[src/sv/key_matrix_change_detector_core_assert.svh]
// assertion macros used by the key matrix change detector controller
`ifndef KEY_MATRIX_CHANGE_DETECTOR_CORE_ASSERT_SVH
`define KEY_MATRIX_CHANGE_DETECTOR_CORE_ASSERT_SVH

`ifndef NO_ASSERTIONS

// clocked check, masked while reset is asserted
`define KMCD_ASSERT(lbl, clk, rst_n, prop, msg) \
	lbl: assert property (@(posedge clk) disable iff (!rst_n) prop) else $error(msg);

// clocked check that also holds during reset
`define KMCD_ASSERT_ALWAYS(lbl, clk, prop, msg) \
	lbl: assert property (@(posedge clk) prop) else $error(msg);

`else

`define KMCD_ASSERT(lbl, clk, rst_n, prop, msg)
`define KMCD_ASSERT_ALWAYS(lbl, clk, prop, msg)

`endif

`endif

[src/sv/kmcd_pkg.sv]
package kmcd_pkg;

	// field widths
	localparam int COL_W       = 2;
	localparam int ROW_LVL_W   = 8;
	localparam int KEY_INDEX_W = 5;
	localparam int KEY_COUNT_W = 6;
	// internal key number width, covers column 3 with sixteen rows
	localparam int KEY_W       = 6;
	// rows beyond this are ignored
	localparam int MAX_ROWS    = 8;

	localparam logic [KEY_COUNT_W-1:0] KEY_COUNT_RESET = 6'd25;

	// controller to datapath
	typedef struct packed {
		logic load;
		logic pop;
	} kmcd_cmd_t;

	// datapath to controller
	typedef struct packed {
		logic load_hit;
		logic last;
	} kmcd_stat_t;

endpackage

[src/sv/key_matrix_change_detector_core.sv]
// channel  | dir | handshake          | payload
// ---------+-----+--------------------+----------------------------------------
// s        | in  | s_tvalid/s_tready  | s_tdata: column, row_levels
// m        | out | m_tvalid/m_tready  | m_tdata: key_index; tuser is_press; tlast
// cfg      | in  | cfg_we             | cfg_wdata: key_count
//
// a sample is accepted while idle; a sample that changes n wired keys then
// holds the input off until its n event beats are taken, one beat per cycle
// built from the held sample as the pending-row scan drains lowest row first
// with m_tready low the current beat holds and the scan waits
// reset clears the pressed map and restores key_count to 25 at once
module key_matrix_change_detector_core #(
	parameter int ROWS = 8,
	parameter int COLS = 4
) (
	input  logic                             clk,
	input  logic                             arst_n,
	input  logic                             s_tvalid,
	output logic                             s_tready,
	input  logic [15:0]                      s_tdata,   // [1:0] column, [9:2] row_levels
	output logic                             m_tvalid,
	input  logic                             m_tready,
	output logic [7:0]                       m_tdata,   // [4:0] key_index
	output logic                             m_tuser,   // [0] is_press
	output logic                             m_tlast,
	input  logic                             cfg_we,
	input  logic [kmcd_pkg::KEY_COUNT_W-1:0] cfg_wdata
);
	import kmcd_pkg::*;

	kmcd_cmd_t               cmd;
	kmcd_stat_t              st;
	logic [KEY_INDEX_W-1:0]  key_index;
	logic                    is_press;

	kmcd_ctrl u_ctrl (
		.clk       (clk),
		.arst_n    (arst_n),
		.in_valid  (s_tvalid),
		.in_ready  (s_tready),
		.out_valid (m_tvalid),
		.out_ready (m_tready),
		.cmd       (cmd),
		.st        (st)
	);

	kmcd_dp #(
		.ROWS (ROWS),
		.COLS (COLS)
	) u_dp (
		.clk        (clk),
		.arst_n     (arst_n),
		.cmd        (cmd),
		.st         (st),
		.cfg_we     (cfg_we),
		.cfg_wdata  (cfg_wdata),
		.col        (s_tdata[COL_W-1:0]),
		.row_levels (s_tdata[COL_W+ROW_LVL_W-1:COL_W]),
		.key_index  (key_index),
		.is_press   (is_press)
	);

	// output beat packing
	assign m_tdata = {{(8-KEY_INDEX_W){1'b0}}, key_index};
	assign m_tuser = is_press;
	assign m_tlast = st.last;

endmodule

[src/sv/kmcd_dp.sv]
module kmcd_dp #(
	parameter int ROWS = 8,
	parameter int COLS = 4
) (
	input  logic                              clk,
	input  logic                              arst_n,
	input  kmcd_pkg::kmcd_cmd_t               cmd,
	output kmcd_pkg::kmcd_stat_t              st,
	input  logic                              cfg_we,
	input  logic [kmcd_pkg::KEY_COUNT_W-1:0]  cfg_wdata,
	input  logic [kmcd_pkg::COL_W-1:0]        col,
	input  logic [kmcd_pkg::ROW_LVL_W-1:0]    row_levels,
	output logic [kmcd_pkg::KEY_INDEX_W-1:0]  key_index,
	output logic                              is_press
);
	import kmcd_pkg::*;

	localparam int NR  = (ROWS < MAX_ROWS) ? ROWS : MAX_ROWS;
	localparam int RW  = (NR > 1) ? $clog2(NR) : 1;
	localparam int CIW = (COLS > 1) ? $clog2(COLS) : 1;
	// compare width holds both the column field and the column count
	localparam int CLW = ($clog2(COLS + 1) > COL_W) ? $clog2(COLS + 1) : COL_W;

	logic [KEY_COUNT_W-1:0] key_count_q;
	logic [NR-1:0]          map_q [COLS];
	logic [NR-1:0]          pending_q;
	logic [NR-1:0]          now_q;
	logic [COL_W-1:0]       col_q;

	logic [NR-1:0]          now;
	logic [NR-1:0]          old;
	logic [NR-1:0]          wired;
	logic [NR-1:0]          hit;
	logic                   col_ok;
	logic [NR-1:0]          pending_rest;
	logic [RW-1:0]          low_idx;
	logic                   found;
	logic [KEY_W-1:0]       key_out;

	// new pressed state and per-row event mask for the incoming sample
	assign col_ok = (CLW'(col) < CLW'(COLS));
	assign old    = map_q[CIW'(col)];

	always_comb begin
		for (int r = 0; r < NR; r++) begin
			now[r]   = ~row_levels[r];
			wired[r] = ((KEY_W'(col) * KEY_W'(ROWS) + KEY_W'(r)) < KEY_W'(key_count_q));
		end
	end

	assign hit = col_ok ? ((old ^ now) & wired) : '0;

	// configuration register
	always_ff @(posedge clk or negedge arst_n) begin
		if (!arst_n) begin
			key_count_q <= KEY_COUNT_RESET;
		end else if (cfg_we) begin
			key_count_q <= cfg_wdata;
		end
	end

	// pressed map, one row vector per column
	always_ff @(posedge clk or negedge arst_n) begin
		if (!arst_n) begin
			for (int c = 0; c < COLS; c++) begin
				map_q[c] <= '0;
			end
		end else if (cmd.load && col_ok) begin
			map_q[CIW'(col)] <= now;
		end
	end

	// pending event rows, drained lowest first
	assign pending_rest = pending_q & (pending_q - NR'(1));

	always_ff @(posedge clk or negedge arst_n) begin
		if (!arst_n) begin
			pending_q <= '0;
		end else if (cmd.load) begin
			pending_q <= hit;
		end else if (cmd.pop) begin
			pending_q <= pending_rest;
		end
	end

	// sample payload kept for event building
	always_ff @(posedge clk) begin
		if (cmd.load) begin
			now_q <= now;
			col_q <= col;
		end
	end

	// lowest pending row
	always_comb begin
		low_idx = '0;
		found   = 1'b0;
		for (int i = 0; i < NR; i++) begin
			if (!found && pending_q[i]) begin
				low_idx = RW'(i);
				found   = 1'b1;
			end
		end
	end

	// event fields
	assign key_out   = KEY_W'(col_q) * KEY_W'(ROWS) + KEY_W'(low_idx);
	assign key_index = key_out[KEY_INDEX_W-1:0];
	assign is_press  = now_q[low_idx];

	assign st.load_hit = (hit != '0);
	assign st.last     = (pending_rest == '0);

endmodule

[src/sv/kmcd_ctrl.sv]
module kmcd_ctrl (
	input  logic                  clk,
	input  logic                  arst_n,
	input  logic                  in_valid,
	output logic                  in_ready,
	output logic                  out_valid,
	input  logic                  out_ready,
	output kmcd_pkg::kmcd_cmd_t   cmd,
	input  kmcd_pkg::kmcd_stat_t  st
);
	import kmcd_pkg::*;
	`include "key_matrix_change_detector_core_assert.svh"

	localparam logic ST_IDLE = 1'b0;
	localparam logic ST_EMIT = 1'b1;

	logic state_q;
	logic state_d;

	assign in_ready  = (state_q == ST_IDLE);
	assign out_valid = (state_q == ST_EMIT);
	assign cmd.load  = in_valid && in_ready;
	assign cmd.pop   = out_valid && out_ready;

	// next state
	always_comb begin
		state_d = state_q;
		case (state_q)
			ST_IDLE: begin
				if (cmd.load && st.load_hit) begin
					state_d = ST_EMIT;
				end
			end
			ST_EMIT: begin
				if (cmd.pop && st.last) begin
					state_d = ST_IDLE;
				end
			end
			default: begin
				state_d = ST_IDLE;
			end
		endcase
	end

	always_ff @(posedge clk or negedge arst_n) begin
		if (!arst_n) begin
			state_q <= ST_IDLE;
		end else begin
			state_q <= state_d;
		end
	end

	// checks
	`KMCD_ASSERT(a_sides_exclusive, clk, arst_n, !(in_ready && out_valid), "ready while emitting")
	`KMCD_ASSERT(a_hit_emits, clk, arst_n, cmd.load && st.load_hit |=> out_valid, "hit without event")
	`KMCD_ASSERT(a_miss_idle, clk, arst_n, cmd.load && !st.load_hit |=> in_ready, "idle sample stalled")
	`KMCD_ASSERT(a_last_frees, clk, arst_n, cmd.pop && st.last |=> in_ready, "no return after last beat")
	`KMCD_ASSERT(a_more_events, clk, arst_n, cmd.pop && !st.last |=> out_valid, "events dropped")

endmodule

[config.mk]
export PLATFORM = sky130hd
export DESIGN_NAME = key_matrix_change_detector_core
export DESIGN_NICKNAME = d
export VERILOG_FILES = /design/src/sv/kmcd_pkg.sv /design/src/sv/key_matrix_change_detector_core.sv /design/src/sv/kmcd_dp.sv /design/src/sv/kmcd_ctrl.sv
export VERILOG_INCLUDE_DIRS = /design/src /design/src/sv
export SDC_FILE = /design/constraint.sdc
export NUM_CORES = 1
export LEC_CHECK = 0
export BUFFER_PORTS_ARGS = -buffer_cell sky130_fd_sc_hd__buf_2
export CAP_MARGIN = 20
export CORE_ASPECT_RATIO = 0.7
export CORE_MARGIN = 5
export CORE_UTILIZATION = 62
export DETAILED_ROUTE_END_ITERATION = 7
export GPL_ROUTABILITY_DRIVEN = 0
export PLACE_DENSITY = 0.85
export SKIP_CTS_REPAIR_TIMING = 1
export SLEW_MARGIN = 20
export SYNTH_ARGS = -nofsm -noshare
export SYNTH_HDL_FRONTEND = slang
export SYNTH_SLANG_ARGS = --single-unit
[constraint.sdc]
create_clock -name clk -period 4.9 [get_ports clk]
set_input_delay 0.735 -clock clk [delete_from_list [all_inputs] [get_ports clk]]
set_output_delay 0.735 -clock clk [all_outputs]
set_load 0.02 [all_outputs]
-- Word level (Yosys, flattened, before mapping)
Cells that the tools add are included.
- register bits after elaboration: 57
- bits of input ports: 27
- output and inout port bits: 12
- logic and storage cells: 91
- add/subtract/negate cells: 9
- order comparisons: 11
- muxes and demuxes: 27
- bitwise logic cells: 13
- reductions and logical operators: 22
- operator list (kind ; number):
    6-bit less-than comparator ; 7
    8-bit two-way mux ; 5
    32-bit bitwise mux ; 1
    5-bit by 3-bit adder with 6-bit output, second input constant ; 4
    3-bit two-way mux ; 6
    8-bit bitwise AND ; 2
    8-bit binary-select mux with 2-bit select ; 1
    8-bit demux with 2-bit select ; 1
    5-bit by 2-bit adder with 6-bit output, second input constant ; 2
    1-bit logical AND ; 12
    1-bit two-way mux ; 11
    1-bit NOT ; 9
    8-bit zero test ; 1
    8-bit nonzero test ; 1
    8-bit by 1-bit subtractor with 8-bit output, second input constant ; 1
    8-bit bitwise XOR ; 1
    1-bit zero test ; 7
    5-bit by 1-bit adder with 6-bit output, second input constant ; 1
    5-bit by 6-bit less-than comparator with 1-bit output ; 1
    5-bit by 3-bit adder with 5-bit output ; 1
    3-bit by 4-bit less-than comparator with 1-bit output, second input constant ; 1
    1-bit binary-select mux with 3-bit select ; 1
    3-bit greater-or-equal comparator, second input constant ; 1
    3-bit by 1-bit less-than comparator with 1-bit output, second input constant ; 1
    3 further kinds ; 3

-- Logic depth before layout (Yosys ltp)
- depth in word-level cells: 24
- gate-level depth with buffers: 10

-- By module
From an unflattened synthesis, not the netlist that was laid out.
- cell total of the unflattened synthesis: 292
- area total of the unflattened synthesis: 2920.3 µm²
- modules (own cells, without submodules) (module ; instances ; cells an instance ; area each (µm²)):
    kmcd_dp ; 1 ; 282 ; 2837.7
    kmcd_ctrl ; 1 ; 6 ; 56.3
    key_matrix_change_detector_core ; 1 ; 4 ; 26.3

-- Worst setup path before layout
Ideal clock, no wire load.
- path type: register to output
- from: register u_dp.pending_q[0]
- to: output m_tuser
- data arrival time: 2.222 ns
- slack: 1.943 ns
- cell stages (with the launch flop): 6
- cells stage by stage: dfrtp_1 or4_1 buf_2 nor2_1 mux4_2 mux2_1
- longest elaborated chain between the ends: 24
- elaborated cells between the ends (all ways): 30
- RTL lines (item ; RTL line ; RTL):
    start: declaration ; kmcd_dp.sv:26 ; logic [NR-1:0] pending_q;
    start signal: assignment ; kmcd_dp.sv:80 ; pending_q <= hit;
    start signal: assignment ; kmcd_dp.sv:82 ; pending_q <= pending_rest;
    1-bit two-way mux (*) ; kmcd_dp.sv:99 ; if (!found && pending_q[i]) begin
    1-bit zero test ; kmcd_dp.sv:99 ;
    1-bit logical AND ; kmcd_dp.sv:99 ;
    1-bit two-way mux ; kmcd_dp.sv:99 ;
    1-bit zero test ; kmcd_dp.sv:99 ;
    1-bit logical AND ; kmcd_dp.sv:99 ;
    1-bit two-way mux ; kmcd_dp.sv:99 ;
    1-bit zero test ; kmcd_dp.sv:99 ;
    [8 not listed] ; - ;
    1-bit zero test ; kmcd_dp.sv:99 ;
    1-bit logical AND ; kmcd_dp.sv:99 ;
    1-bit two-way mux ; kmcd_dp.sv:99 ;
    1-bit zero test ; kmcd_dp.sv:99 ;
    1-bit logical AND ; kmcd_dp.sv:99 ;
    3-bit two-way mux (*) ; kmcd_dp.sv:99 ;
    1-bit binary-select mux with 3-bit select (*) ; kmcd_dp.sv:109 ; assign is_press = now_q[low_idx];
    1-bit two-way mux (implied by the code) (*) ; kmcd_dp.sv:109 ;
    end: declaration ; key_matrix_change_detector_core.sv:24 ; output logic m_tuser,
Mark *: on every way between the ends. The rest lies on a longest branch, timed or not. The select of a mux whose other input is x is not followed.

-- Final worst setup path
Same ends and word-level chain as after synthesis.

==> summary.txt <==
First-pass GRT wire length: 10400 um
H-tree depth: 3
Slowest stage delay, CP: 680 ps
Cell family with most CP delay: simple AND/OR/NAND/NOR gates
RSZ-0062 raised after global routing: false
Vias per std cell: 5.82
Max-capacitance violation count: 0
Met2 routed WL: 2720 um
Startpoint Class: flip-flop
Slowest-stage cell, CP: or4_1
Synth Warn #: 0
CTS tree: done
Via Count: 2201
Die Wd: 92.1 um
Status: completed
Mean post-synth cell area: 10.0 um2
Worst r2r src: u_dp.key_count_q[4]
Leakage: 0.00149 uW
Slew HR: 54.9%
Area grow syn2layout: 11.4%
I/O pins: 39
Period utilization: 70.2%
Clock Skews: 3.90 ps
Mapped Area: 2920 um2
Num CTS Buffers: 9
1st-iter DRT viols: 146
Post-route ant nets: 0
Top post-synthesis cells by area: dfrtp_1 38%, edfxtp_1 10%, o21ai_1 6.5%, nand2_1 6.4%, mux2i_1 5.8%
Worst skew pair latency: 340 ps
Initial antenna violation count: 0
Layout cells sized above 1: 19.5%
Sequential area share after synthesis: 50.6%
ANT cells: 0
Leading area contributor after synthesis: dfrtp_1
Unique masters post-synth: 46
Highest Signal Layer: met4
Post-synth ARST share: 82.5%
Met1 WL: 2790 um
Root buf cell: clkbuf_8
Fin area: 3260 um2
Core area: 4450 um2
Crit path time final: 3440 ps
Nets: 348
Hold WS: 398 ps
Initial Utilization: 65.6%
Drt total wl: 6100 um
Slew @ Worst Pin: 675 ps
Cells after synthesis: 292
Share of the synthesized area in the top cell type: 37.7%
Number of port buffers: 29
Final Setup Violations: 0
DRC: 0
Wirelength per Cell: 16.1 um
Clock Sinks: 57
CTS max path bufs: 2
Initial DRT Pass Iterations: 4
Achievable Freq: 291 MHz
Gr usage total: 22.5%
Arrival @ worst endpoint: 2710 ps
Crit-path cells: or4_1, nor2_1, mux4_2, mux2_1, buf_2
Endpoint class of the critical path: output port
Pwr dens: 605 nW/um2
Placed Area: 3070 um2
Fin. max-slew vios: 0
Vias in the first global route: 2125
CP Max Fanout: 8
Register clock-pin slew on the reported worst setup and hold paths: 60 ps
Synth Flop Type: dfrtp_1
Synth Register Bits: 57
Gr ovfl total: 0
CP startpoint: u_dp.pending_q[0]
Largest net degree at the start of global routing: 48
# rows: 20
HP Class: in -> async
Setup WS pre-CTS: 1820 ps
Final Hold Fails: 0
WS Path Type: reg -> out
Die H: 67.4 um
Peak supply drop: 0.334 mV
Number of buffers and inverters on the critical path: 1
Number of synthesized flops with an enable pin: 10
Setup TNS: 0 ps
Met3 wire length: 524 um
Req. time, crit path: 4160 ps
Worst Setup Slack, final: 1460 ps
HPWL after DPL: 4220 um
Die area: 6210 um2
-- cell type report --
type	instances	area (um2)
clock buffers	12	145
clock inverters	4	42.5
fillers	343	1200
inverters	16	60.1
multi-input cells	205	1310
flip-flops and latches	57	1480
well taps	55	68.8
repair buffers	29	148
-- state kept, by name (all words and copies together), names as in the netlist --
signal and count:
u_dp.map_q 32, u_dp.now_q 8, u_dp.pending_q 8, u_dp.key_count_q 6, u_dp.col_q 2, u_ctrl.out_valid 1
-- through the flow --
step,utilization [%],total power (uW),std cells
after CTS,73.0,1980,378
after detailed placement,68.8,1560,362
final,73.1,1970,378
after floorplan,-,1350,294
after global routing,73.1,2120,378
after global placement,68.8,1520,362
-- kinds of logic after synthesis --
family / Yosys count / synth area share (%)
simple gates: 91 / 14.0
other cells: 1 / 0.128
xor+xnor: 6 / 1.80
buf+inv: 32 / 4.75
flops: 57 / 50.6
mux: 30 / 12.4
fa+ha+maj: 4 / 1.67
compound gates: 71 / 14.6
-- metal layers --
metal  track usage (%)  vias up
li1                  -     1073
met1              29.9     1041
met2              35.3       80
met3              7.80        7
met4              6.85        0
met5                 0        -
-- path summary, 6_finish.rpt --
| path | endpoint | slack, ps | depth (start not counted) |
|---|---|---|---|
| max | m_tuser | 1460 | 5 |
| min | u_dp.map_q[28] | 400 | 1 |
| max reg2reg | u_ctrl.out_valid | 2500 | 8 |
| min reg2reg | u_dp.map_q[14] | 480 | 2 |
| max in group asynchronous | u_dp.map_q[26] | 4100 | 1 |
| min in group clk | u_dp.map_q[14] | 480 | 2 |
-- cell usage after synthesis (4+ instances only) --
master and instances:
mux4_2 4, buf_4 4, nand2_1 50, clkbuf_1 9
nand2b_1 5, o21ai_1 38, xnor2_1 6, nor2b_1 5
inv_1 13, o21ai_0 5, a21oi_1 8, dfrtp_1 44
mux2_2 7, edfxtp_1 10, nor2_1 18, mux2i_1 17
-- power by group --
| group | leakage, uW | switching, uW | internal (uW) |
|---|---|---|---|
| combinational | 0.000723 | 422 | 328 |
| clock | 0.0000954 | 175 | 245 |
| sequential | 0.000676 | 132 | 669 |
-- cell usage in the layout, fill, tap and decap left out, types with 3 or more instances in the layout --
cell	n
a21oi_1	8
buf_2	28
clkbuf_8	10
conb_1	3
dfrtp_1	44
dfstp_2	3
edfxtp_1	10
ha_1	3
inv_1	13
inv_2	3
mux2_2	7
mux2i_1	17
mux4_2	4
nand2_1	50
nand2b_1	5
nand3_1	3
nor2_1	18
nor2b_1	5
o21ai_0	5
o21ai_1	38
xnor2_1	6
Power figures use the tool's default switching activity.
